--- src/rtl/core/bdpc_pkg.sv ---
// shared types and codes for the button debounce press classifier
package bdpc_pkg;

    localparam int TIME_W = 32;
    localparam int CODE_W = 2;
    localparam int CFG_IDX_W = 1;
    localparam int CFG_DATA_W = 32;

    localparam logic [CFG_IDX_W-1:0] REG_LONG_PRESS = 1'b0;
    localparam logic [CFG_IDX_W-1:0] REG_DEBOUNCE = 1'b1;

    localparam logic [TIME_W-1:0] LONG_PRESS_RESET = 32'd1000;
    localparam logic [TIME_W-1:0] DEBOUNCE_RESET = 32'd30;

    localparam logic [CODE_W-1:0] EV_NONE = 2'd0;
    localparam logic [CODE_W-1:0] EV_SHORT = 2'd1;
    localparam logic [CODE_W-1:0] EV_LONG = 2'd2;

    localparam logic [CODE_W-1:0] NO_EDGE = 2'd0;
    localparam logic [CODE_W-1:0] EDGE_PRESS = 2'd1;
    localparam logic [CODE_W-1:0] EDGE_RELEASE = 2'd2;

    typedef struct packed {
        logic              raw_level;
        logic [TIME_W-1:0] now_ms;
    } sample_t;

    typedef struct packed {
        logic [CODE_W-1:0] press_event;
        logic [CODE_W-1:0] level_edge;
        logic              is_pressed;
        logic [TIME_W-1:0] press_duration_ms;
    } result_t;

endpackage

--- src/rtl/core/bdpc_if.sv ---
// valid/ready channel interfaces for samples and results
interface bdpc_sample_if;
    logic                         valid;
    logic                         ready;
    logic                         raw_level;
    logic [bdpc_pkg::TIME_W-1:0]  now_ms;

    modport source (output valid, output raw_level, output now_ms, input ready);
    modport sink (input valid, input raw_level, input now_ms, output ready);
endinterface

interface bdpc_result_if;
    logic                         valid;
    logic                         ready;
    logic [bdpc_pkg::CODE_W-1:0]  press_event;
    logic [bdpc_pkg::CODE_W-1:0]  level_edge;
    logic                         is_pressed;
    logic [bdpc_pkg::TIME_W-1:0]  press_duration_ms;

    modport source (
        output valid, output press_event, output level_edge,
        output is_pressed, output press_duration_ms, input ready
    );
    modport sink (
        input valid, input press_event, input level_edge,
        input is_pressed, input press_duration_ms, output ready
    );
endinterface

--- src/rtl/core/bdpc_in_stage.sv ---
// input register: holds one accepted sample until the classifier takes it
module bdpc_in_stage (
    input  logic                clk,
    input  logic                rst_n,
    bdpc_sample_if.sink         sample,
    input  logic                advance,
    output logic                stage_valid,
    output bdpc_pkg::sample_t   stage_item
);

    logic              valid_reg;
    logic              valid_next;
    bdpc_pkg::sample_t item_reg;
    logic              take;

    assign sample.ready = !valid_reg || advance;
    assign take = sample.valid && sample.ready;

    always_comb
    begin
        valid_next = valid_reg;
        if (take)
        begin
            valid_next = 1'b1;
        end
        else if (advance)
        begin
            valid_next = 1'b0;
        end
    end

    always_ff @(posedge clk or negedge rst_n)
    begin
        if (!rst_n)
        begin
            valid_reg <= 1'b0;
        end
        else
        begin
            valid_reg <= valid_next;
        end
    end

    always_ff @(posedge clk)
    begin
        if (take)
        begin
            item_reg.raw_level <= sample.raw_level;
            item_reg.now_ms <= sample.now_ms;
        end
    end

    assign stage_valid = valid_reg;
    assign stage_item = item_reg;

endmodule

--- src/rtl/core/bdpc_classify.sv ---
// debounce and press classification state with its next-state logic
module bdpc_classify (
    input  logic                               clk,
    input  logic                               rst_n,
    input  logic                               cfg_we,
    input  logic [bdpc_pkg::CFG_IDX_W-1:0]     cfg_index,
    input  logic [bdpc_pkg::CFG_DATA_W-1:0]    cfg_data,
    input  logic                               fire,
    input  bdpc_pkg::sample_t                  item,
    output bdpc_pkg::result_t                  result
);

    logic [bdpc_pkg::TIME_W-1:0] long_press_reg;
    logic [bdpc_pkg::TIME_W-1:0] debounce_reg;

    logic                        last_raw_reg, last_raw_next;
    logic [bdpc_pkg::TIME_W-1:0] change_time_reg, change_time_next;
    logic                        stable_reg, stable_next;
    logic                        armed_reg, armed_next;
    logic                        long_sent_reg, long_sent_next;
    logic [bdpc_pkg::TIME_W-1:0] press_start_reg, press_start_next;
    logic [bdpc_pkg::TIME_W-1:0] release_dur_reg, release_dur_next;

    logic [bdpc_pkg::TIME_W-1:0] since_change;
    logic [bdpc_pkg::TIME_W-1:0] held_old;
    logic [bdpc_pkg::TIME_W-1:0] held_new;
    logic [bdpc_pkg::CODE_W-1:0] event_code;
    logic [bdpc_pkg::CODE_W-1:0] edge_code;

    always_comb
    begin
        last_raw_next = last_raw_reg;
        change_time_next = change_time_reg;
        if (item.raw_level != last_raw_reg)
        begin
            last_raw_next = item.raw_level;
            change_time_next = item.now_ms;
        end

        since_change = item.now_ms - change_time_next;
        stable_next = (since_change >= debounce_reg) ? item.raw_level : stable_reg;

        armed_next = armed_reg;
        long_sent_next = long_sent_reg;
        press_start_next = press_start_reg;
        release_dur_next = release_dur_reg;
        event_code = bdpc_pkg::EV_NONE;
        edge_code = bdpc_pkg::NO_EDGE;
        held_old = item.now_ms - press_start_reg;

        if (stable_next != stable_reg)
        begin
            if (!stable_next)
            begin
                edge_code = bdpc_pkg::EDGE_PRESS;
                armed_next = 1'b1;
                long_sent_next = 1'b0;
                press_start_next = item.now_ms;
            end
            else
            begin
                edge_code = bdpc_pkg::EDGE_RELEASE;
                if (armed_reg)
                begin
                    release_dur_next = held_old;
                    if (!long_sent_reg && (held_old < long_press_reg))
                    begin
                        event_code = bdpc_pkg::EV_SHORT;
                    end
                    armed_next = 1'b0;
                    long_sent_next = 1'b0;
                end
                else
                begin
                    release_dur_next = '0;
                end
            end
        end

        // hold time measured from the start recorded this step
        held_new = (edge_code == bdpc_pkg::EDGE_PRESS) ? '0 : held_old;

        if (!stable_next && armed_next && !long_sent_next && (held_new >= long_press_reg))
        begin
            event_code = bdpc_pkg::EV_LONG;
            long_sent_next = 1'b1;
        end

        result.press_event = event_code;
        result.level_edge = edge_code;
        result.is_pressed = !stable_next;
        result.press_duration_ms = !stable_next ? held_new : release_dur_next;
    end

    always_ff @(posedge clk or negedge rst_n)
    begin
        if (!rst_n)
        begin
            long_press_reg <= bdpc_pkg::LONG_PRESS_RESET;
            debounce_reg <= bdpc_pkg::DEBOUNCE_RESET;
        end
        else if (cfg_we)
        begin
            case (cfg_index)
                bdpc_pkg::REG_LONG_PRESS: long_press_reg <= cfg_data;
                bdpc_pkg::REG_DEBOUNCE:   debounce_reg <= cfg_data;
                default:                  ;
            endcase
        end
    end

    always_ff @(posedge clk or negedge rst_n)
    begin
        if (!rst_n)
        begin
            last_raw_reg <= 1'b1;
            change_time_reg <= '0;
            stable_reg <= 1'b1;
            armed_reg <= 1'b0;
            long_sent_reg <= 1'b0;
            press_start_reg <= '0;
            release_dur_reg <= '0;
        end
        else if (fire)
        begin
            last_raw_reg <= last_raw_next;
            change_time_reg <= change_time_next;
            stable_reg <= stable_next;
            armed_reg <= armed_next;
            long_sent_reg <= long_sent_next;
            press_start_reg <= press_start_next;
            release_dur_reg <= release_dur_next;
        end
    end

endmodule

--- src/rtl/core/button_debounce_press_classifier_unit.sv ---
// top level: input register, classifier state and result register
//
//  channel  | direction | handshake      | payload
//  sample   | in        | valid / ready  | raw_level, now_ms
//  result   | out       | valid / ready  | press_event, level_edge, is_pressed, press_duration_ms
//  cfg      | in        | cfg_we         | cfg_index, cfg_data
//
// one sample per cycle sustained while result is ready; a transferred sample reaches the result port
// through the input register, then the result register, with the classifier logic between them
// rst_n clears both stage valids, the debounce state and the config registers to defaults
// a stalled result holds the result register, and the input register fills behind it
module button_debounce_press_classifier_unit (
    input  logic                             clk,
    input  logic                             rst_n,
    bdpc_sample_if.sink                      sample,
    bdpc_result_if.source                    result,
    input  logic                             cfg_we,
    input  logic [bdpc_pkg::CFG_IDX_W-1:0]   cfg_index,
    input  logic [bdpc_pkg::CFG_DATA_W-1:0]  cfg_data
);

    logic              stage_valid;
    bdpc_pkg::sample_t stage_item;
    logic              advance;
    logic              fire;
    bdpc_pkg::result_t next_result;

    logic              res_valid_reg;
    logic              res_valid_next;
    bdpc_pkg::result_t res_reg;

    assign advance = !res_valid_reg || result.ready;
    assign fire = stage_valid && advance;

    bdpc_in_stage u_in_stage (
        .clk         (clk),
        .rst_n       (rst_n),
        .sample      (sample),
        .advance     (advance),
        .stage_valid (stage_valid),
        .stage_item  (stage_item)
    );

    bdpc_classify u_classify (
        .clk       (clk),
        .rst_n     (rst_n),
        .cfg_we    (cfg_we),
        .cfg_index (cfg_index),
        .cfg_data  (cfg_data),
        .fire      (fire),
        .item      (stage_item),
        .result    (next_result)
    );

    always_comb
    begin
        res_valid_next = res_valid_reg;
        if (fire)
        begin
            res_valid_next = 1'b1;
        end
        else if (result.ready)
        begin
            res_valid_next = 1'b0;
        end
    end

    always_ff @(posedge clk or negedge rst_n)
    begin
        if (!rst_n)
        begin
            res_valid_reg <= 1'b0;
        end
        else
        begin
            res_valid_reg <= res_valid_next;
        end
    end

    always_ff @(posedge clk)
    begin
        if (fire)
        begin
            res_reg <= next_result;
        end
    end

    assign result.valid = res_valid_reg;
    assign result.press_event = res_reg.press_event;
    assign result.level_edge = res_reg.level_edge;
    assign result.is_pressed = res_reg.is_pressed;
    assign result.press_duration_ms = res_reg.press_duration_ms;

endmodule

--- src/flat_wrapper.sv ---
// flat-port wrapper written by rule: the top's interface ports become plain ports
module button_debounce_press_classifier_unit_flat 
  (clk, rst_n, cfg_we, cfg_index, cfg_data, sample_valid, sample_raw_level, sample_now_ms, sample_ready, result_valid, result_press_event, result_level_edge, result_is_pressed, result_press_duration_ms, result_ready);
  bdpc_sample_if sample_i ();
  bdpc_result_if result_i ();
  input  logic clk;
  input  logic rst_n;
  input  logic cfg_we;
  input  logic [bdpc_pkg::CFG_IDX_W-1:0] cfg_index;
  input  logic [bdpc_pkg::CFG_DATA_W-1:0] cfg_data;
  input wire logic [$bits(sample_i.valid)-1:0] sample_valid;
  input wire logic [$bits(sample_i.raw_level)-1:0] sample_raw_level;
  input wire logic [$bits(sample_i.now_ms)-1:0] sample_now_ms;
  output wire logic [$bits(sample_i.ready)-1:0] sample_ready;
  output wire logic [$bits(result_i.valid)-1:0] result_valid;
  output wire logic [$bits(result_i.press_event)-1:0] result_press_event;
  output wire logic [$bits(result_i.level_edge)-1:0] result_level_edge;
  output wire logic [$bits(result_i.is_pressed)-1:0] result_is_pressed;
  output wire logic [$bits(result_i.press_duration_ms)-1:0] result_press_duration_ms;
  input wire logic [$bits(result_i.ready)-1:0] result_ready;
  assign sample_i.valid = sample_valid;
  assign sample_i.raw_level = sample_raw_level;
  assign sample_i.now_ms = sample_now_ms;
  assign sample_ready = sample_i.ready;
  assign result_valid = result_i.valid;
  assign result_press_event = result_i.press_event;
  assign result_level_edge = result_i.level_edge;
  assign result_is_pressed = result_i.is_pressed;
  assign result_press_duration_ms = result_i.press_duration_ms;
  assign result_i.ready = result_ready;
  button_debounce_press_classifier_unit u_core (.clk(clk), .rst_n(rst_n), .sample(sample_i), .result(result_i), .cfg_we(cfg_we), .cfg_index(cfg_index), .cfg_data(cfg_data));
endmodule
--- config.mk ---
export PLATFORM = sky130hd
export DESIGN_NAME = button_debounce_press_classifier_unit_flat
export DESIGN_NICKNAME = d
export VERILOG_FILES = /design/src/rtl/core/bdpc_pkg.sv /design/src/rtl/core/bdpc_if.sv /design/src/rtl/core/bdpc_in_stage.sv /design/src/rtl/core/bdpc_classify.sv /design/src/rtl/core/button_debounce_press_classifier_unit.sv /design/src/flat_wrapper.sv
export SDC_FILE = /design/constraint.sdc
export NUM_CORES = 1
export LEC_CHECK = 0
export BUFFER_PORTS_ARGS = -buffer_cell sky130_fd_sc_hd__buf_2
export CORE_MARGIN = 5
export CORE_UTILIZATION = 50
export DETAILED_ROUTE_END_ITERATION = 10
export PLACE_DENSITY_LB_ADDON = 0.3
export SKIP_CTS_REPAIR_TIMING = 1
export SLEW_MARGIN = 0
export SYNTH_ARGS = -nofsm -noshare
export SYNTH_HDL_FRONTEND = slang
export SYNTH_SLANG_ARGS = --single-unit
--- constraint.sdc ---
create_clock -name clk -period 17.55 [get_ports clk]
set_clock_uncertainty 0.1 [all_clocks]
set_input_delay 3.51 -clock clk [delete_from_list [all_inputs] [get_ports clk]]
set_output_delay 3.51 -clock clk [all_outputs]
set_load 0.01 [all_outputs]
==> metrics.cfg <==
[outcome]
status=finished clean

[timing]
finalCritPeriodShare_pct=46.1
fmax_mhz=123
rsz0062_at_grt=false
setup_viol=0
tightest_slew_ns=1.06
finalSetupTns_ns=0
hold_violations=0
max_slew_margin_pct=29.1
slew_violations=0
layout_min_cycle_time_ns=8.10

[floorplan]
core_area_um2=29400
initial_core_util_pct=50.3
fp.dieArea_um2=33100
ioPinCount=110
fp.dieW_um=182
rows=63
dieHeight_um=182

[placement]
place.gp.congestion=0.866
port_buffers=109
dp.cells=1930
hpwlAfterDp_um=25900
place_area_um2=15800

[cells_and_area]
largest_reg_flops=33
drive_gt1_share_pct=17.8
nets=1794
area_growth_pct=12.5
final_cells=1978
design_area_um2=16600
fin_util_pct=56.6
n_antenna_cell=0

[route]
wirelength_um=34000
dr.pass1.iters=5
ant_nets=0
remaining_drc_errors=0
wl_per_cell_um=17.2
viasPerCell=5.50
num_vias=10900
drt-initial-drc-count=895

[grt]
grt_pass1_wl_um=55400
grt_usage_pct=20.3
grt-ovfl-total=0
grt_max_degree=99
antenna_found_initial=0
grt_pass1_vias=10700

[setup_path]
start_kind=register
arrival_ns=8.28
cpPeakStageDelay_ns=0.56
crit_type=reg2reg
required_ns=17.73
slowest_stage=edfxtp_1
crit_fanout=35
crit_path_end_kind=register

[synthesis]
synth.avg_cell_area_um2=10.1
synth_edf_count=70
synth.largest_area_cell=dfrtp_1
ys.flop_type=dfrtp_1
yosys_warnings=0
ys_ff_latch=236
yosysSeqAreaShare_pct=42.4
yosys-top-cells-area=dfrtp_1 (26%), edfxtp_1 (14%), ha_1 (13%)
yosysTopAreaCellShare_pct=26.1
syn-num-nets=1687
ys_async_sr_fraction_pct=70.3
syn-cell-area_um2=14800
syn_inst=1461
synthDistinctLibCells=68

[pwr]
vdd_ir_drop_max_v=0.0000867
power_frac_seq_pct=26.6
p_switching_mw=1.34
pwr-share-comb_pct=56.3
pwr-share-clk_pct=17.1
internal_power_mw=1.88
p_per_area_nw_per_um2=193
leakage_nw=7.89
sw_frac_of_total_pct=41.6

[cts]
clkLatencyLatePin_ns=0.54
cts_max_path_buffers=3
cts_tree=built
numClockSinks=236
cts-root-buf=clkbuf_16
clk_pin_slew_ns=0.06
cts_htree_levels=1
numCtsBuffers=26

[worst_hold_path]
holdCritPathClass=reg2reg

[flow_run]
drv_cap=0

==> per-layer routing <==
metal | track usage [%] | wire length, um | part of all wire [%]
met5 | 0 | 0 | 0
met2 | 31.5 | 14700 | 43
met1 | 30.4 | 16800 | 50
met3 | 2.42 | 1570 | 4.6
met4 | 5.34 | 872 | 2.6
==> cells in the final DEF (no fill, tap or decap), drive strengths merged, types with 19 or more instances in the layout <==
| cell | Yosys | final |
|---|---|---|
| ha | 154 | 154 |
| dfrtp | 154 | 154 |
| nand2 | 149 | 149 |
| inv | 126 | 129 |
| buf | 12 | 121 |
| o21ai | 114 | 114 |
| mux2 | 91 | 91 |
| a21oi | 78 | 78 |
| edfxtp | 70 | 70 |
| a21o | 69 | 69 |
| nor2 | 62 | 62 |
| xnor2 | 36 | 36 |
| nor2b | 32 | 32 |
| clkbuf | 30 | 29 |
| a22o | 28 | 28 |
| xor2 | 26 | 26 |
| mux2i | 26 | 26 |
| nand2b | 21 | 21 |
| nand4 | 19 | 19 |
==> cell usage after synthesis, drive strengths merged (12+ instances only) <==
library cell	number
a211oi	12
ha	154
a21o	69
nand2b	21
o211ai	13
nand4	19
nor2	62
dfstp	12
nand3	14
dfrtp	154
buf	12
mux2i	26
a22o	28
xnor2	36
clkbuf	30
edfxtp	70
xor2	26
nor2b	32
mux2	91
inv	126
o21ai	114
a21oi	78
nand2	149
==> power groups by stage <==
| stage | clock, mW | combinational, mW | sequential (mW) |
|---|---|---|---|
| 3_3_place_gp | 0 | 1.75 | 0.858 |
| 4_1_cts | 0.564 | 1.81 | 0.857 |
| 3_5_place_dp | 0 | 1.80 | 0.867 |
| 5_1_grt | 0.586 | 2.05 | 0.879 |
| 6_report | 0.549 | 1.81 | 0.856 |
| 2_1_floorplan | 0 | 1.35 | 0.868 |
==> final cells by class <==
| type | instances | area (um2) |
|---|---|---|
| Clock inverter | 19 | 151 |
| Tap cell | 390 | 488 |
| Clock buffer | 29 | 714 |
| Inverter | 127 | 477 |
| Multi-Input combinational cell | 1056 | 7890 |
| Sequential cell | 236 | 6270 |
| Timing Repair Buffer | 121 | 642 |
| Fill cell | 2579 | 12800 |
==> worst max-delay path: cells and delay by family, from the launching register on <==
kind	cells	cell delay, ns
flops	1	0.56
mux	2	0.76
xor+xnor	2	0.35
fa+ha+maj	4	1.08
buf+inv	3	0.79
compound gates	16	2.94
simple gates	7	1.26
==> worst paths after layout <==
| check | depth (start not counted) | from | end | slack [ns] |
|---|---|---|---|---|
| setup / recovery | 34 | u_core.u_in_stage.stage_item[32]$_DFFE_PP_ | u_core.result.press_event[1]$_SDFFCE_PP1P_ | 9.45 |
| hold / removal | 2 | u_core.u_classify.release_dur_reg[10]$_DFFE_PN0P_ | u_core.u_classify.release_dur_reg[10]$_DFFE_PN0P_ | 0.38 |
| setup reg to reg | 34 | u_core.u_in_stage.stage_item[32]$_DFFE_PP_ | u_core.result.press_event[1]$_SDFFCE_PP1P_ | 9.45 |
| hold reg to reg | 2 | u_core.u_classify.release_dur_reg[10]$_DFFE_PN0P_ | u_core.u_classify.release_dur_reg[10]$_DFFE_PN0P_ | 0.38 |
| max in group asynchronous | 2 | rst_n | u_core.u_classify.long_press_reg[11]$_DFFE_PN0P_ | 12.94 |
| min in group asynchronous | 1 | rst_n | u_core.u_classify.change_time_reg[2]$_DFFE_PN0P_ | 2.99 |
==> kinds of logic after synthesis <==
group / count (synthesis) / share of synthesized area (%)
AND/OR/NAND/NOR: 343 / 10.9
adder cells (fa/ha/maj): 157 / 13.3
XOR/XNOR: 62 / 3.72
buffers and inverters: 169 / 4.36
multiplexers: 117 / 8.72
flip-flops: 236 / 42.4
AO/OA/AOI/OAI: 377 / 16.6
==> through the flow <==
step / power (mW) / setup WS [ns] / hold WS [ns]
after floorplan: 2.22 / 9.48 / 0.349
after global routing: 3.52 / 8.86 / 0.412
final: 3.22 / 9.45 / 0.382
after CTS: 3.23 / 9.48 / 0.384
after detailed placement: 2.66 / 9.52 / 0.370
after global placement: 2.61 / 9.57 / 0.360
Power figures use the tool's default switching activity.
